--- src/rtl/core/sscu_ram.sv ---
// Generic single-write, single-read synchronous RAM with registered read data.
// Parameterized by word width and depth; no package dependency.
module sscu_ram #(
  parameter int unsigned WIDTH = 8,
  parameter int unsigned DEPTH = 256
) (
  input  logic                     clk,
  input  logic                     we,
  input  logic [$clog2(DEPTH)-1:0] waddr,
  input  logic [WIDTH-1:0]         wdata,
  input  logic [$clog2(DEPTH)-1:0] raddr,
  output logic [WIDTH-1:0]         rdata
);

  logic [WIDTH-1:0] mem [DEPTH];

  // write port
  always_ff @(posedge clk) begin
    if (we) begin
      mem[waddr] <= wdata;
    end
  end

  // registered read port
  always_ff @(posedge clk) begin
    rdata <= mem[raddr];
  end

endmodule

--- config.mk ---
export PLATFORM = sky130hd
export DESIGN_NAME = sscu_ram
export DESIGN_NICKNAME = d
export VERILOG_FILES = /design/src/rtl/core/sscu_ram.sv
export SDC_FILE = /design/constraint.sdc
export NUM_CORES = 2
export LEC_CHECK = 0
export BUFFER_PORTS_ARGS = -buffer_cell sky130_fd_sc_hd__buf_2
export CORE_AREA = 3 3 513 566
export CTS_CLUSTER_DIAMETER = 60
export CTS_CLUSTER_SIZE = 12
export DETAILED_ROUTE_END_ITERATION = 7
export DIE_AREA = 0 0 516 569
export GPL_TIMING_DRIVEN = 0
export HOLD_SLACK_MARGIN = 0.03
export PLACE_DENSITY = 0.52
export SKIP_CTS_REPAIR_TIMING = 1
export SLEW_MARGIN = 20
export SYNTH_ARGS = -nofsm -noshare
export SYNTH_HDL_FRONTEND = slang
export SYNTH_SLANG_ARGS = --single-unit
--- constraint.sdc ---
create_clock -name clk -period 5.4 [get_ports clk]
set_clock_uncertainty 0.15 [all_clocks]
set_input_delay 0.27 -clock clk [delete_from_list [all_inputs] [get_ports clk]]
set_output_delay 0.27 -clock clk [all_outputs]
set_load 0.005 [all_outputs]
* Yosys cells after proc, flatten, opt, wreduce, memory -nomap -nowiden
Memory sizes are Yosys's and may differ from the RTL's. A register that Yosys moved wholly into a read port is not among the register bits.
Index checks and enable logic that the tools add are counted.
** Word-level totals
- Register bits after elaboration :: 0
- RAM bits :: 2048
- Input port bits :: 26
- Output and inout bits :: 8
- Word-level logic and storage cells :: 3
- Memories kept :: 1
** Cells by class
- Mux-type cells :: 2
** Memory list
- mem :: depth 256, width 8, rd ports 1, clocked after Yosys merged registers in 1, wr ports 1, line 15 : logic [WIDTH-1:0] mem [DEPTH];
** Operator list (count)
- two-way mux 1 bit :: 2

* Depth between registers and ports, before layout
- Depth after elaboration :: 2
- Depth in mapped cells :: 11
- Gate-level depth less buffers :: 6

* Worst setup path after synthesis
OpenSTA, ideal clock, no wires.
- Path type :: input port to flip-flop
- Start :: in raddr[0]
- End :: reg rdata[2], read port of mem
- Library setup time :: 0.131 ns
- Data arrival time :: 2.077 ns
- Data required time :: 5.119 ns
- Slack :: 3.042 ns
- Cell stages on the path :: 9
- Buffers on the path :: 4
- Cell sequence :: buf_6 buf_12 buf_8 buf_2 mux4_2 a22oi_1 a21oi_1 nor4_1 nor4_2
** RTL lines
- start: declaration :: line 11 : input logic [$clog2(DEPTH)-1:0] raddr,
- end: declaration :: line 12 : output logic [WIDTH-1:0] rdata

==> results.toml <==
[global_routing]
antenna_found_initial = 29
grt_start_max_net_pins = 124
grt_pass1_wl_um = 352700
grt-ovfl-total = 0
grt_pass1_vias = 40930
grt_util_all_layers_pct = 17.53

[setup_path]
r2r_slack_ns = 1.60
crit_top_cell = "buf_2"
crit_chain = "buf_2 > buf_2 > clkbuf_1 > nand3b_1 > o22ai_1 > a211oi_1 > a21oi_1 > a22oi_1 > nor4_2"
path_buf_inv = 3
cp.required_ns = 5.91
critPathSlowestCell = "clkbuf_1"
crit_family = "simple AND/OR/NAND/NOR gates"
worstSetupEndpointType = "flop"
path_class = "primary input to flop"
critPathLaunchType = "primary input"
cp.arrival_ns = 4.84
critPathMaxFanout = 10
critPathMaxStageDelay_ns = 0.89

[pwr]
pwr-share-comb_pct = 6.2
p_seq_share_pct = 54.6
power_density_nw_per_um2 = 353.7
power.total_uw = 32210
p_leak_uw = 0.02736
clock_power_share_pct = 39.2
switching_share_pct = 22.68
p_int_uw = 24910
p_switching_uw = 7306
ir_worst_vdd_v = 0.0003739

[yosys]
synth-xor-area-share_pct = 0
synthDistinctLibCells = 55
synth_edf_count = 2048
synth_area_um2 = 79560
synth_top_family_by_area = "multiplexers"
ys_async_sr_fraction_pct = 0
synth_compound_area_share_pct = 3.419
synth_fa_ha_area_share_pct = 0
syn_nets = 3759
ys_seq_elements = 2056
synth.area.mux_share_pct = 14.62
synth_simple_gate_area_share_pct = 2.628
synth-seq-area-share_pct = 77.50
yosysWarningCount = 0
synth.avg_cell_area_um2 = 21.31
synthFlopType = "edfxtp_1"
synthCells = 3733

[placement]
place.gp.congestion = 0.9164
placed_cells = 7538
io_buffers = 26
placed_cell_area_um2 = 85480
place_hpwl_um = 176900
pre_cts_ws_ns = 0.1387

[clocking]
clk_path_buf_depth = 3
cts_tree = "yes"
cts_made_buffers = 197
cts-root-buf = "clkbuf_16"
clk_latency_ns = 0.86
path_clk_slew_ns = 0.06
cts.sink_count = 2056
htreeDepth = 4

[finish]
layout.cells.non_filler = 7805
drive_above_1_share_pct = 22.86
seq_area_um2 = 61660
mostFrequentLayoutCells = "edfxtp_1, mux4_2, nor2_1, clkbuf_16, mux2i_1"
final_cell_area_um2 = 91070
multi_input_area_um2 = 16560
syn_to_final_growth_pct = 14.47
final_util_pct = 31.89
nets = 4027
nFillCells = 27090
mostFrequentLayoutCell = "edfxtp_1"

[route]
drc = 0
wl_per_cell_um = 33.40
vias = 40820
drtIter0Drc = 5773
ant_nets = 0
firstDrtPassIters = 5
viasPerCell = 5.230
wirelength_um = 260700

[die]
die_h_um = 569
coreArea_um2 = 285600
die_w_um = 516
die_area_um2 = 293600
io_pins = 34
start_util_pct = 27.86
num_rows = 206

[flow_run]
max_cap_violations = 0

[timing]
setup_viol = 0
finalHoldViolations = 0
worstMarginPinSlew_ns = 1.237
fin_crit_sh_pct = 80.20
relSlewSlack_pct = 16.77
rsz0062_at_grt = "false"
slew_violations = 0
maxClockFrequency_mhz = 230.9
layout_min_cycle_time_ns = 4.331
fin_ws_ns = 1.069

[hold_path]
hold_class = "primary input to flop"

[outcome]
outcome = "completed"
## cells by family (layout without fill, tap and decap cells)
kind of cell           count (synthesis)  count (layout)
AO/OA/AOI/OAI                        385             385
flip-flops                          2056            2056
multiplexers                         591             591
AND/OR/NAND/NOR                      466             466
buffers and inverters                235             549
other                                  0              14
## sequential cells by signal, summed over array words and instances (netlist names)
name   flops
rdata      8
mem     2048
## synth_stat cells (all sizes together) (6+ instances only)
| cell type | instances | area [um^2] |
|---|---|---|
| a211oi | 16 | 120.1 |
| a21oi | 96 | 480.5 |
| a221oi | 14 | 128.9 |
| a22o | 8 | 70.07 |
| a22oi | 133 | 998.5 |
| and2 | 6 | 37.54 |
| buf | 122 | 1032 |
| clkbuf | 111 | 416.7 |
| dfxtp | 8 | 160.2 |
| edfxtp | 2048 | 61500 |
| mux2i | 134 | 1341 |
| mux4 | 456 | 10280 |
| nand2 | 33 | 123.9 |
| nand2b | 8 | 50.05 |
| nand3 | 34 | 170.2 |
| nand4 | 10 | 62.56 |
| nor2 | 282 | 1059 |
| nor2b | 31 | 193.9 |
| nor3 | 22 | 110.1 |
| nor4 | 27 | 187.7 |
| o211ai | 10 | 75.07 |
| o21ai | 12 | 60.06 |
| o221ai | 47 | 417.9 |
| o22ai | 28 | 175.2 |
## metrics by stage
step	hold slack (ns)	setup TNS, ns
2_1_floorplan	0.2189	0
3_3_place_gp	0.5180	-3.444
3_5_place_dp	0.4358	0
4_1_cts	-0.4812	0
5_1_grt	0.1490	0
6_report	0.1239	0
## path summary, 6_finish.rpt
kind               start           to  depth (start not counted)
max             raddr[2]     rdata[6]                          9
min             waddr[4]  mem[189][0]                          3
min reg2reg  mem[104][2]     rdata[2]                          7
max reg2reg   mem[83][5]     rdata[5]                          6
## metal layers
metal / routed length [um] / track usage (%) / vias to the layer above
met5: 27 / 0 / -
met4: 15080 / 8.925 / 4
met3: 20100 / 3.343 / 508
met2: 124300 / 28.34 / 2060
met1: 101200 / 22.46 / 22080
li1: - / - / 16170
## worst reg2reg max path: cells and delay by family, from the launching register on
family / cells / cell delay [ns]
compound gates: 3 / 1.46
flops: 1 / 0.36
mux: 1 / 0.49
simple gates: 2 / 1.17
## power by group through the flow
stage / Sequential [uW] / Clock, uW / Combinational, uW
2_1_floorplan: 17900 / 0 / 855
3_3_place_gp: 18000 / 0 / 1880
3_5_place_dp: 17900 / 0 / 1980
4_1_cts: 17600 / 12800 / 1980
5_1_grt: 17600 / 13400 / 2040
6_report: 17600 / 12600 / 1990
## layout make-up
type / instances / area share [%]
sequential: 2056 / 67.71
antenna: 14 / 0.03847
buffer: 233 / 1.654
clock inverter: 31 / 0.4575
timing repair buffer: 69 / 1.267
inverter: 2 / 0.008244
clock buffer: 214 / 5.541
tap: 3744 / 5.144
multi-input combinational: 1442 / 18.18
(Power assumes the default switching activity.)
