## config.mk

```make
export PLATFORM = sky130hd
export DESIGN_NAME = sscu_rsp_buf
export DESIGN_NICKNAME = d
export VERILOG_FILES = /design/src/rtl/core/sscu_pkg.sv /design/src/rtl/core/sscu_rsp_buf.sv
export SDC_FILE = /design/constraint.sdc
export NUM_CORES = 1
export LEC_CHECK = 0
export CAP_MARGIN = 20
export CORE_MARGIN = 2
export CORE_UTILIZATION = 40
export CTS_CLUSTER_SIZE = 16
export DETAILED_ROUTE_END_ITERATION = 16
export DONT_BUFFER_PORTS = 1
export SYNTH_ARGS = -nofsm -noshare
export SYNTH_HDL_FRONTEND = slang
export SYNTH_SLANG_ARGS = --single-unit
```

## constraint.sdc

```tcl
create_clock -name clk -period 5.5 [get_ports clk]
set_input_delay 0.825 -clock clk [delete_from_list [all_inputs] [get_ports clk]]
set_output_delay 0.825 -clock clk [all_outputs]
set_load 0.02 [all_outputs]
```

## src/rtl/core/sscu_pkg.sv

```systemverilog
// Shared types and constants for the sparse-set component table.
// Holds the request/response structs, operation and status codes and the FSM states.
// No dependencies.
package sscu_pkg;

  // fixed field widths of the request and response items
  localparam int unsigned ENTITY_W = 10;
  localparam int unsigned VALUE_W  = 32;
  localparam int unsigned SLOT_W   = 8;
  localparam int unsigned COUNT_W  = 9;

  // default sizing of the table
  localparam int unsigned MAX_IDS_DEF    = 1024;
  localparam int unsigned CAPACITY_DEF   = 256;
  localparam int unsigned VALUE_BITS_DEF = 32;

  // operation codes
  typedef enum logic [1:0] {
    FN_ADD       = 2'd0,
    FN_REMOVE    = 2'd1,
    FN_LOOKUP    = 2'd2,
    FN_SLOT_READ = 2'd3
  } func_t;

  // response status codes
  typedef enum logic [1:0] {
    STAT_OK     = 2'd0,
    STAT_ABSENT = 2'd1,
    STAT_FULL   = 2'd2
  } status_t;

  // controller states
  typedef enum logic [2:0] {
    S_CLEAR,
    S_IDLE,
    S_LOOK,
    S_READ,
    S_MOVE
  } state_t;

  typedef struct packed {
    func_t               func;
    logic [ENTITY_W-1:0] entity;
    logic [VALUE_W-1:0]  value;
    logic [SLOT_W-1:0]   slot;
  } req_t;

  typedef struct packed {
    status_t             status;
    logic                found;
    logic [VALUE_W-1:0]  value_out;
    logic [ENTITY_W-1:0] owner_out;
    logic [SLOT_W-1:0]   slot_out;
    logic [COUNT_W-1:0]  count_out;
  } rsp_t;

endpackage

```

## src/rtl/core/sscu_rsp_buf.sv

```systemverilog
// Response output register with one spare entry, so a finished result can wait
// while the next request is taken. Uses sscu_pkg for the response struct.
module sscu_rsp_buf
  import sscu_pkg::*;
(
  input  logic clk,
  input  logic rst,
  input  logic load,
  input  rsp_t load_data,
  output logic spare_full,
  output rsp_t rsp,
  output logic rsp_valid,
  input  logic rsp_ready
);

  rsp_t spare;
  logic spare_valid;
  logic take;

  // output register can take a new entry this cycle
  assign take       = !rsp_valid || rsp_ready;
  assign spare_full = spare_valid;

  // valid flags
  always_ff @(posedge clk) begin
    if (rst) begin
      rsp_valid   <= 1'b0;
      spare_valid <= 1'b0;
    end else if (load) begin
      if (take) begin
        rsp_valid <= 1'b1;
      end else begin
        spare_valid <= 1'b1;
      end
    end else if (spare_valid && take) begin
      rsp_valid   <= 1'b1;
      spare_valid <= 1'b0;
    end else if (rsp_ready) begin
      rsp_valid <= 1'b0;
    end
  end

  // payload registers
  always_ff @(posedge clk) begin
    if (load) begin
      if (take) begin
        rsp <= load_data;
      end else begin
        spare <= load_data;
      end
    end else if (spare_valid && take) begin
      rsp <= spare;
    end
  end

endmodule

```

* Yosys cells after proc, flatten, opt, wreduce, memory -nomap -nowiden
Index checks and enable logic that the tools add are counted.
** Word-level totals
- Register bits after elaboration :: 126
- Input bits :: 66
- Logic and storage cells :: 36
** Operators by class
- Eq/ne operators :: 2
- Mux-type cells :: 10
- Bitwise logic cells :: 1
- Reduce and logical (&&, ||, !) cells :: 9
** Operator list (count)
- 62-bit 2-to-1 mux :: 3
- 2-bit AND reduction :: 4
- 1-bit 2-to-1 mux :: 7
- 3-bit nonzero test :: 1
- 2-bit by 1-bit inequality test with 1-bit output (second input constant) :: 1
- 2-bit inequality test (second input constant) :: 1
- 2-bit nonzero test :: 1
- 1-bit logical AND :: 1
- 1-bit zero test :: 1
- 1-bit logical OR :: 1
- 1-bit NOT :: 1

* Depth between registers and ports, before layout
Gate-level depths: netlist of run 1.
- Depth after elaboration :: 5
- Depth in mapped cells :: 4
- Gate-level depth less buffers :: 3

* Worst setup path after synthesis of run 1
No wires, ideal clock.
- Path type :: input to register
- From :: in load
- To :: reg rsp[0] in the netlist's numbering, enable pin
- Library setup time :: 0.482 ns
- Arrival time :: 3.753 ns
- Setup slack :: 1.265 ns
- Stages :: 4
- Cell sequence :: buf_6 -> buf_6 -> nor2_1 -> nor2_1
** On the way
- Cells in the longest elaborated chain, start to end :: 2
** Ends and longest elaborated chain
- start: declaration :: RTL line sscu_rsp_buf.sv:8 : input logic load,
- 2-bit by 1-bit inequality test with 1-bit output (no source line) / 2-bit nonzero test (equally long branches)
- 2-bit AND reduction (no source line) (*)
- end signal: assignment :: RTL line sscu_rsp_buf.sv:47 : rsp <= load_data;
- end signal: assignment :: RTL line sscu_rsp_buf.sv:52 : rsp <= spare;
- end: declaration :: RTL line sscu_rsp_buf.sv:11 : output rsp_t rsp,
Mark *: on every way between the ends. The rest lies on a longest branch, timed or not.
A chain may end at the register's enable or synchronous reset.

* Worst setup path after layout of run 1
- From :: reg rsp_valid
- To :: reg spare[50] in the netlist's numbering, enable pin
** On the way
- Cells in the longest elaborated chain, start to end :: 4
** Ends and longest elaborated chain
- start: declaration :: RTL line sscu_rsp_buf.sv:12 : output logic rsp_valid,
- start signal: assignment :: RTL line sscu_rsp_buf.sv:27 : rsp_valid <= 1'b0;
- start signal: assignment :: RTL line sscu_rsp_buf.sv:31 : rsp_valid <= 1'b1;
- start signal: assignment :: RTL line sscu_rsp_buf.sv:36 : rsp_valid <= 1'b1;
- 1-bit zero test :: RTL line sscu_rsp_buf.sv:21 : assign take = !rsp_valid || rsp_ready;
- 1-bit logical OR :: RTL line sscu_rsp_buf.sv:21
- 1-bit NOT (no source line)
- 2-bit AND reduction (no source line)
- end signal: assignment :: RTL line sscu_rsp_buf.sv:49 : spare <= load_data;
- end: declaration :: RTL line sscu_rsp_buf.sv:16 : rsp_t spare;
No other way between the ends.

==> impl_metrics.prom, run 1 <==
# TYPE chip_impl_metric gauge
chip_impl_metric{name="yosysUniqueCellTypes",unit=""} 13
chip_impl_metric{name="final-seq-area",unit="um2"} 3760
chip_impl_metric{name="min_period_over_period",unit="%"} 42.1
chip_impl_metric{name="critPathBufInv",unit=""} 2
chip_impl_metric{name="n_antenna_cell",unit=""} 0
chip_impl_metric{name="routed_via_density",unit=""} 4.93
chip_impl_metric{name="post_cts_buffers",unit=""} 0
chip_impl_metric{name="global_route.overflow_total",unit=""} 0
chip_impl_info{name="critical_path.startpoint_type",value="register"} 1
chip_impl_metric{name="power.sequential.fraction",unit="%"} 49.4
chip_impl_metric{name="synth_enable_flop_cells",unit=""} 124
chip_impl_metric{name="hpwlAfterDp",unit="um"} 4560
chip_impl_info{name="layout.cells.most_common",value="sky130_fd_sc_hd__edfxtp_1"} 1
chip_impl_metric{name="drtAntennaViolNets",unit=""} 0
chip_impl_metric{name="finalWorstPathRequiredPeriod",unit="ns"} 2.32
chip_impl_metric{name="fin_worst_skew",unit="ns"} 0.00820
chip_impl_metric{name="clk_pin_slew_worst_paths",unit="ns"} 0.05
chip_impl_metric{name="core_region_area",unit="um2"} 11500
chip_impl_metric{name="internal-power",unit="mW"} 1.91
chip_impl_metric{name="design_area",unit="um2"} 5440
chip_impl_metric{name="timing.critical_path.required",unit="ns"} 5.54
chip_impl_metric{name="met2_wirelength",unit="um"} 3670
chip_impl_metric{name="cts.path.max_buffers",unit=""} 2
chip_impl_metric{name="setup_viol_count_final",unit=""} 0
chip_impl_metric{name="cts.repair.resized",unit=""} 0
chip_impl_metric{name="worst-slew-pin-transition",unit="ns"} 0.725
chip_impl_info{name="holdCritPathClass",value="primary input to register"} 1
chip_impl_metric{name="critical-path-max-stage-delay",unit="ns"} 0.53
chip_impl_metric{name="multi_input_comb_area",unit="um2"} 877
chip_impl_metric{name="drt_pre_antenna_iters",unit=""} 4
chip_impl_info{name="path_class",value="register to register"} 1
chip_impl_metric{name="grt_pass1_vias",unit=""} 1976
chip_impl_info{name="layout_common_cells",value="sky130_fd_sc_hd__edfxtp_1, sky130_fd_sc_hd__mux2_4, sky130_fd_sc_hd__mux2_2"} 1
chip_impl_metric{name="power_switching_share",unit="%"} 19.7
chip_impl_metric{name="synth-async-reset-ratio",unit="%"} 0
chip_impl_metric{name="vdd.ir_drop.worst",unit="mV"} 0.258
chip_impl_metric{name="cts.sink_count",unit=""} 126
chip_impl_info{name="crit_path_cell_trace",value="nor2b_1 -> nand2_1 -> inv_2 -> buf_4"} 1
chip_impl_metric{name="mappedNetlistNets",unit=""} 270
chip_impl_info{name="cts_root_buffer",value="sky130_fd_sc_hd__clkbuf_16"} 1
chip_impl_metric{name="synthesis.yosys.warnings",unit=""} 0
chip_impl_metric{name="grt_max_degree",unit=""} 67
chip_impl_metric{name="synth.ff_latch_count",unit=""} 126
chip_impl_metric{name="clk_latency",unit="ns"} 0.40
chip_impl_metric{name="grt_pass1_wl",unit="um"} 11400
chip_impl_metric{name="die-width",unit="um"} 112
chip_impl_metric{name="drt-total-wl",unit="um"} 7490
chip_impl_info{name="topRoutingLayerUsed",value="met4"} 1
chip_impl_info{name="timing.critical_path.to_type",value="register"} 1
chip_impl_metric{name="clkPwrFrac",unit="%"} 47.8
chip_impl_metric{name="placement.setup.worst_slack",unit="ns"} 2.80
chip_impl_metric{name="layout-drive-gt1-share",unit="%"} 40.3
chip_impl_metric{name="drcViolationCount",unit=""} 0
chip_impl_metric{name="netSwitchingPower",unit="mW"} 0.467
chip_impl_metric{name="post_synth_inst_count",unit=""} 204
chip_impl_metric{name="avgSynthCellArea",unit="um2"} 23.1
chip_impl_metric{name="initial_antenna_violation_count",unit=""} 0
chip_impl_metric{name="die_height",unit="um"} 112
chip_impl_metric{name="finalHoldViolCount",unit=""} 0
chip_impl_metric{name="timing.slew.headroom",unit="%"} 51.5
chip_impl_metric{name="timing_max_transition_violations_final",unit=""} 0
chip_impl_metric{name="postLayoutSetupSlackWorst",unit="ns"} 3.18
chip_impl_metric{name="worst-endpoint-arrival",unit="ns"} 2.36
chip_impl_metric{name="drt-met1-wl",unit="um"} 3090
chip_impl_metric{name="placed_cell_areas",unit="um2"} 4840
chip_impl_metric{name="post_cts_hold_buffer_count",unit=""} 0
chip_impl_metric{name="h_tree_depth",unit=""} 4
chip_impl_info{name="unrepaired_setup_endpoints_after_global_routing",value="false"} 1
chip_impl_metric{name="dieArea",unit="um2"} 12600
chip_impl_metric{name="start_util",unit="%"} 41.0
chip_impl_metric{name="maxClockFrequency",unit="GHz"} 0.432
chip_impl_info{name="dominantRegCellSynth",value="sky130_fd_sc_hd__edfxtp_1"} 1
chip_impl_metric{name="cts-buffers-inserted",unit=""} 17
chip_impl_metric{name="num_rows",unit=""} 39
chip_impl_metric{name="combPwrFrac",unit="%"} 2.8
chip_impl_metric{name="maximum_fanout_along_the_worst_path",unit=""} 37
chip_impl_metric{name="grtUsageTotal",unit="%"} 12.4
chip_impl_info{name="run_status",value="finished clean"} 1
chip_impl_metric{name="p_leak",unit="nW"} 1.90
chip_impl_metric{name="place.gp.congestion",unit=""} 0.687
chip_impl_metric{name="fin_nets",unit=""} 284
chip_impl_metric{name="drt_first_iter_violations",unit=""} 79
chip_impl_metric{name="fillCellCount",unit=""} 925
chip_impl_metric{name="mappedNetlistArea",unit="um2"} 4700
chip_impl_metric{name="vias",unit=""} 1843
chip_impl_metric{name="fin_setup_tns",unit="ns"} 0
chip_impl_metric{name="ios",unit=""} 130
chip_impl_info{name="tritoncts",value="yes"} 1
chip_impl_metric{name="area_growth",unit="%"} 15.7
chip_impl_metric{name="drt-wirelength-per-cell",unit="um"} 20.0
chip_impl_metric{name="met3RoutedLength",unit="um"} 637
chip_impl_info{name="crit_family",value="buffers and inverters"} 1
chip_impl_metric{name="cell_pwr_density",unit="nW/um2"} 436
chip_impl_metric{name="seq_area_frac_synth",unit="%"} 80.0
chip_impl_info{name="critical-path-slowest-cell",value="sky130_fd_sc_hd__buf_4"} 1
chip_impl_metric{name="drv.max_cap_violation_count",unit=""} 0
chip_impl_metric{name="placement.io_buffers",unit=""} 0
==> through the flow <==
step,power [mW],hold slack (ns),instances,utilization (%)
2_1_floorplan,1.26,0.525,204,-
3_3_place_gp,1.26,0.530,342,42.2
3_5_place_dp,1.26,0.533,342,42.2
4_1_cts,2.41,0.465,374,47.5
5_1_grt,2.46,0.462,374,47.5
6_report,2.37,0.488,374,47.5
==> state kept, by name, indices dropped and copies added (netlist names) <==
name,cells
spare,62
rsp,62
rsp_valid,1
spare_full,1
==> power by group through the flow <==
| stage | Clock, mW | Combinational [mW] | Sequential (mW) |
|---|---|---|---|
| 2_1_floorplan | 0 | 0.0692 | 1.19 |
| 3_3_place_gp | 0 | 0.0672 | 1.19 |
| 3_5_place_dp | 0 | 0.0691 | 1.19 |
| 4_1_cts | 1.17 | 0.0693 | 1.17 |
| 5_1_grt | 1.21 | 0.0729 | 1.18 |
| 6_report | 1.14 | 0.0668 | 1.17 |
==> metal layers <==
layer | global-route usage [%] | vias to the layer above
met1 | 14.4 | 921
met3 | 7.34 | 5
met2 | 18.6 | 81
met5 | 0 | -
li1 | - | 836
met4 | 5.37 | 0
==> kinds of logic (layout without fill, tap and decap cells) <==
kind of cell	Yosys count	in the layout	share of synthesized area [%]
AOI/OAI and AO/OA	2	2	0.213
DFF	126	126	80.0
buffers and inverters	8	35	1.49
and+or+nand+nor	6	6	0.559
muxes	62	62	17.7
==> synth_stat cells (2+ instances only) <==
cell                       number  area (um2)
sky130_fd_sc_hd__edfxtp_1     124        3720
sky130_fd_sc_hd__nor2_1         3        11.3
sky130_fd_sc_hd__mux2_2        26         293
sky130_fd_sc_hd__dfxtp_1        2        40.0
sky130_fd_sc_hd__buf_6          5        56.3
sky130_fd_sc_hd__mux2_4        36         541
sky130_fd_sc_hd__buf_2          2        10.0
==> final timing paths <==
kind,start,endpoint,slack (ns),cells after the start
hold reg to reg,spare[29],rsp[29],0.54,1
setup / recovery,rsp_valid,spare[50],3.18,4
hold / removal,rst,spare_full,0.49,1
setup reg to reg,rsp_valid,spare[50],3.18,4
==> cell type report <==
class	instances	share of cell area, %
multi-input cells	70	16.1
clock buffers	20	8.02
well taps	143	3.29
repair buffers	2	0.276
clock inverters	12	3.10
inverters	1	0.0689
flip-flops and latches	126	69.1
==> worst reg2reg max path, stage by stage, from the launching register on <==
cell and delay [ns]:
sky130_fd_sc_hd__dfxtp_1 0.44, sky130_fd_sc_hd__nor2b_1 0.37, sky130_fd_sc_hd__nand2_1 0.15, sky130_fd_sc_hd__inv_2 0.42, sky130_fd_sc_hd__buf_4 0.55
Power figures use the tool's default switching activity.
==> inputs of run 2 (changes only) <==
Clock period 5.5 ns to 2.1 ns, I/O delays scaled along.
==> run 2 against run 1 <==
Final area up 12%. Register-to-register slack worse by 2.7 ns. Critical path depth unchanged. Largest power group unchanged. Largest cell class unchanged.
==> impl_metrics.prom, run 2 (synthesis results as in run 1) <==
# TYPE chip_impl_metric gauge
chip_impl_metric{name="global_route.overflow_total",unit=""} 0
chip_impl_metric{name="drt_pre_antenna_iters",unit=""} 4
chip_impl_metric{name="hpwlAfterDp",unit="um"} 4350
chip_impl_info{name="layout.cells.most_common",value="sky130_fd_sc_hd__edfxtp_1"} 1
chip_impl_metric{name="maximum_fanout_along_the_worst_path",unit=""} 62
chip_impl_info{name="top_regs",value="rsp: 62 flops, spare: 62 flops"} 1
chip_impl_info{name="run_status",value="finished clean"} 1
chip_impl_info{name="tritoncts",value="yes"} 1
chip_impl_metric{name="grt_max_degree",unit=""} 67
chip_impl_info{name="grt_busiest_layer",value="met2"} 1
chip_impl_metric{name="ios",unit=""} 130
chip_impl_metric{name="grtUsageTotal",unit="%"} 13.7
chip_impl_metric{name="drt-total-wl",unit="um"} 8100
chip_impl_metric{name="combPwrFrac",unit="%"} 4.5
chip_impl_metric{name="globalRouteMet3Util",unit="%"} 6.91
chip_impl_metric{name="place.gp.congestion",unit=""} 0.719
chip_impl_metric{name="cts-buffers-inserted",unit=""} 17
chip_impl_metric{name="dieArea",unit="um2"} 12600
chip_impl_metric{name="grt_pass1_wl",unit="um"} 12600
chip_impl_metric{name="min_period_over_period",unit="%"} 77.1
chip_impl_metric{name="drtAntennaViolNets",unit=""} 0
chip_impl_metric{name="num_rows",unit=""} 39
chip_impl_metric{name="internal-power",unit="mW"} 4.96
chip_impl_metric{name="finalHoldWorstSlack",unit="ns"} 0.0987
chip_impl_metric{name="placement.setup.worst_slack",unit="ns"} 0.482
chip_impl_metric{name="grt.met1_usage",unit="%"} 15.5
chip_impl_metric{name="initial_antenna_violation_count",unit=""} 0
chip_impl_metric{name="die-width",unit="um"} 112
chip_impl_info{name="critical_path.startpoint_type",value="register"} 1
chip_impl_metric{name="drt-wirelength-per-cell",unit="um"} 18.5
chip_impl_metric{name="postLayoutSetupSlackWorst",unit="ns"} 0.480
chip_impl_metric{name="layout-drive-gt1-share",unit="%"} 33.2
chip_impl_metric{name="cts.path.max_buffers",unit=""} 2
chip_impl_metric{name="power_switching_share",unit="%"} 20.8
chip_impl_metric{name="fin_setup_tns",unit="ns"} 0
chip_impl_metric{name="finalWorstPathRequiredPeriod",unit="ns"} 1.62
chip_impl_metric{name="netSwitchingPower",unit="mW"} 1.30
chip_impl_metric{name="dpl_cells",unit=""} 343
chip_impl_metric{name="total_power",unit="mW"} 6.27
chip_impl_metric{name="clkPwrFrac",unit="%"} 46.6
chip_impl_metric{name="p_leak",unit="nW"} 2.17
chip_impl_metric{name="h_tree_depth",unit=""} 4
chip_impl_info{name="holdCritPathClass",value="primary input to register"} 1
chip_impl_metric{name="die_height",unit="um"} 112
chip_impl_metric{name="start_util",unit="%"} 41.0
chip_impl_info{name="timing.hold.worst.start",value="load"} 1
chip_impl_metric{name="vias",unit=""} 2121
chip_impl_metric{name="layoutNonFillerInstCount",unit=""} 438
chip_impl_info{name="worst_r2r_startpoint",value="rsp_valid"} 1
chip_impl_metric{name="maxClockFrequency",unit="GHz"} 0.617
chip_impl_metric{name="cts.repair.resized",unit=""} 0
chip_impl_metric{name="vdd.ir_drop.worst",unit="mV"} 0.686
chip_impl_metric{name="core_region_area",unit="um2"} 11500
chip_impl_info{name="layout_common_cells",value="sky130_fd_sc_hd__edfxtp_1, sky130_fd_sc_hd__dlygate4sd3_1, sky130_fd_sc_hd__mux2_4"} 1
chip_impl_metric{name="drv.max_cap_violation_count",unit=""} 0
chip_impl_metric{name="clk_latency",unit="ns"} 0.41
chip_impl_metric{name="drcViolationCount",unit=""} 0
chip_impl_metric{name="met2_usage",unit="%"} 20.6
chip_impl_info{name="critical_path.startpoint",value="rsp_valid"} 1
chip_impl_metric{name="worst-slew-pin-transition",unit="ns"} 0.369
chip_impl_metric{name="finalHoldViolCount",unit=""} 0
chip_impl_metric{name="timing.slew.headroom",unit="%"} 75.4
chip_impl_metric{name="grt_pass1_vias",unit=""} 2274
chip_impl_metric{name="cell_pwr_density",unit="nW/um2"} 1030
chip_impl_metric{name="placement.io_buffers",unit=""} 0
chip_impl_metric{name="n_antenna_cell",unit=""} 0
chip_impl_metric{name="clk_pin_slew_worst_paths",unit="ns"} 0.05
chip_impl_info{name="timing.critical_path.to_type",value="register"} 1
chip_impl_metric{name="timing_max_transition_violations_final",unit=""} 0
chip_impl_metric{name="power.sequential.fraction",unit="%"} 48.9
chip_impl_metric{name="setup_viol_count_final",unit=""} 0
chip_impl_metric{name="fin_worst_skew",unit="ns"} 0.00746
chip_impl_info{name="cts_root_buffer",value="sky130_fd_sc_hd__clkbuf_16"} 1
chip_impl_metric{name="worst-endpoint-arrival",unit="ns"} 1.69
chip_impl_metric{name="fin_nets",unit=""} 348
chip_impl_metric{name="routed_via_density",unit=""} 4.84
chip_impl_metric{name="timing.critical_path.required",unit="ns"} 2.17
chip_impl_metric{name="drt_first_iter_violations",unit=""} 66
chip_impl_info{name="unrepaired_setup_endpoints_after_global_routing",value="false"} 1
chip_impl_metric{name="cts.sink_count",unit=""} 126
chip_impl_info{name="path_class",value="register to register"} 1
chip_impl_metric{name="area_growth",unit="%"} 29.7
## run 2: final timing paths
check / slack (ns) / cells after the start / to
setup / recovery: 0.48 / 4 / spare[41]
hold / removal: 0.1 / 2 / rsp_valid
setup reg to reg: 0.48 / 4 / spare[41]
hold reg to reg: 0.54 / 1 / rsp[37]
## run 2: power groups by stage
stage / clock (mW) / sequential [mW] / combinational, mW
6_report: 2.92 / 3.07 / 0.283
5_1_grt: 3.09 / 3.08 / 0.306
3_5_place_dp: 0 / 3.12 / 0.191
3_3_place_gp: 0 / 3.12 / 0.186
4_1_cts: 2.99 / 3.07 / 0.289
2_1_floorplan: 0 / 3.10 / 0.184
## run 2: layer usage
| layer | wire length (um) | vias up |
|---|---|---|
| met3 | 610 | 23 |
| met5 | 0 | - |
| met4 | 313 | 0 |
| li1 | - | 968 |
| met1 | 3290 | 1038 |
| met2 | 3890 | 92 |
## run 2: critical path, stage by stage, from the launching register on
cell and delay, ns:
sky130_fd_sc_hd__dfxtp_1 0.33, sky130_fd_sc_hd__nor2b_1 0.34, sky130_fd_sc_hd__nand2_1 0.17, sky130_fd_sc_hd__clkinvlp_4 0.11, sky130_fd_sc_hd__buf_12 0.30
## run 2: cell type report
type                    count  area, um2
fillers                   881       5370
flip-flops and latches    126       3760
multi-input cells          70        877
repair buffers             66        678
clock buffers              17        425
well taps                 143        179
clock inverters            15        171
inverters                   1       7.51
## run 2: metrics by stage
| stage | utilization (%) | cell area, um2 |
|---|---|---|
| finish | 53.2 | 6100 |
| global route | 53.2 | 6100 |
| CTS | 53.2 | 6100 |
| detailed placement | 42.5 | 4870 |
| global placement | 42.5 | 4870 |
| floorplan | - | 4710 |
## run 2: what timing repair did
| action | 4_1_cts | 5_1_grt |
|---|---|---|
| hold endpoints to repair | 64 | 0 |
| setup buffers | 0 | 0 |
| hold buffers | 63 | 0 |
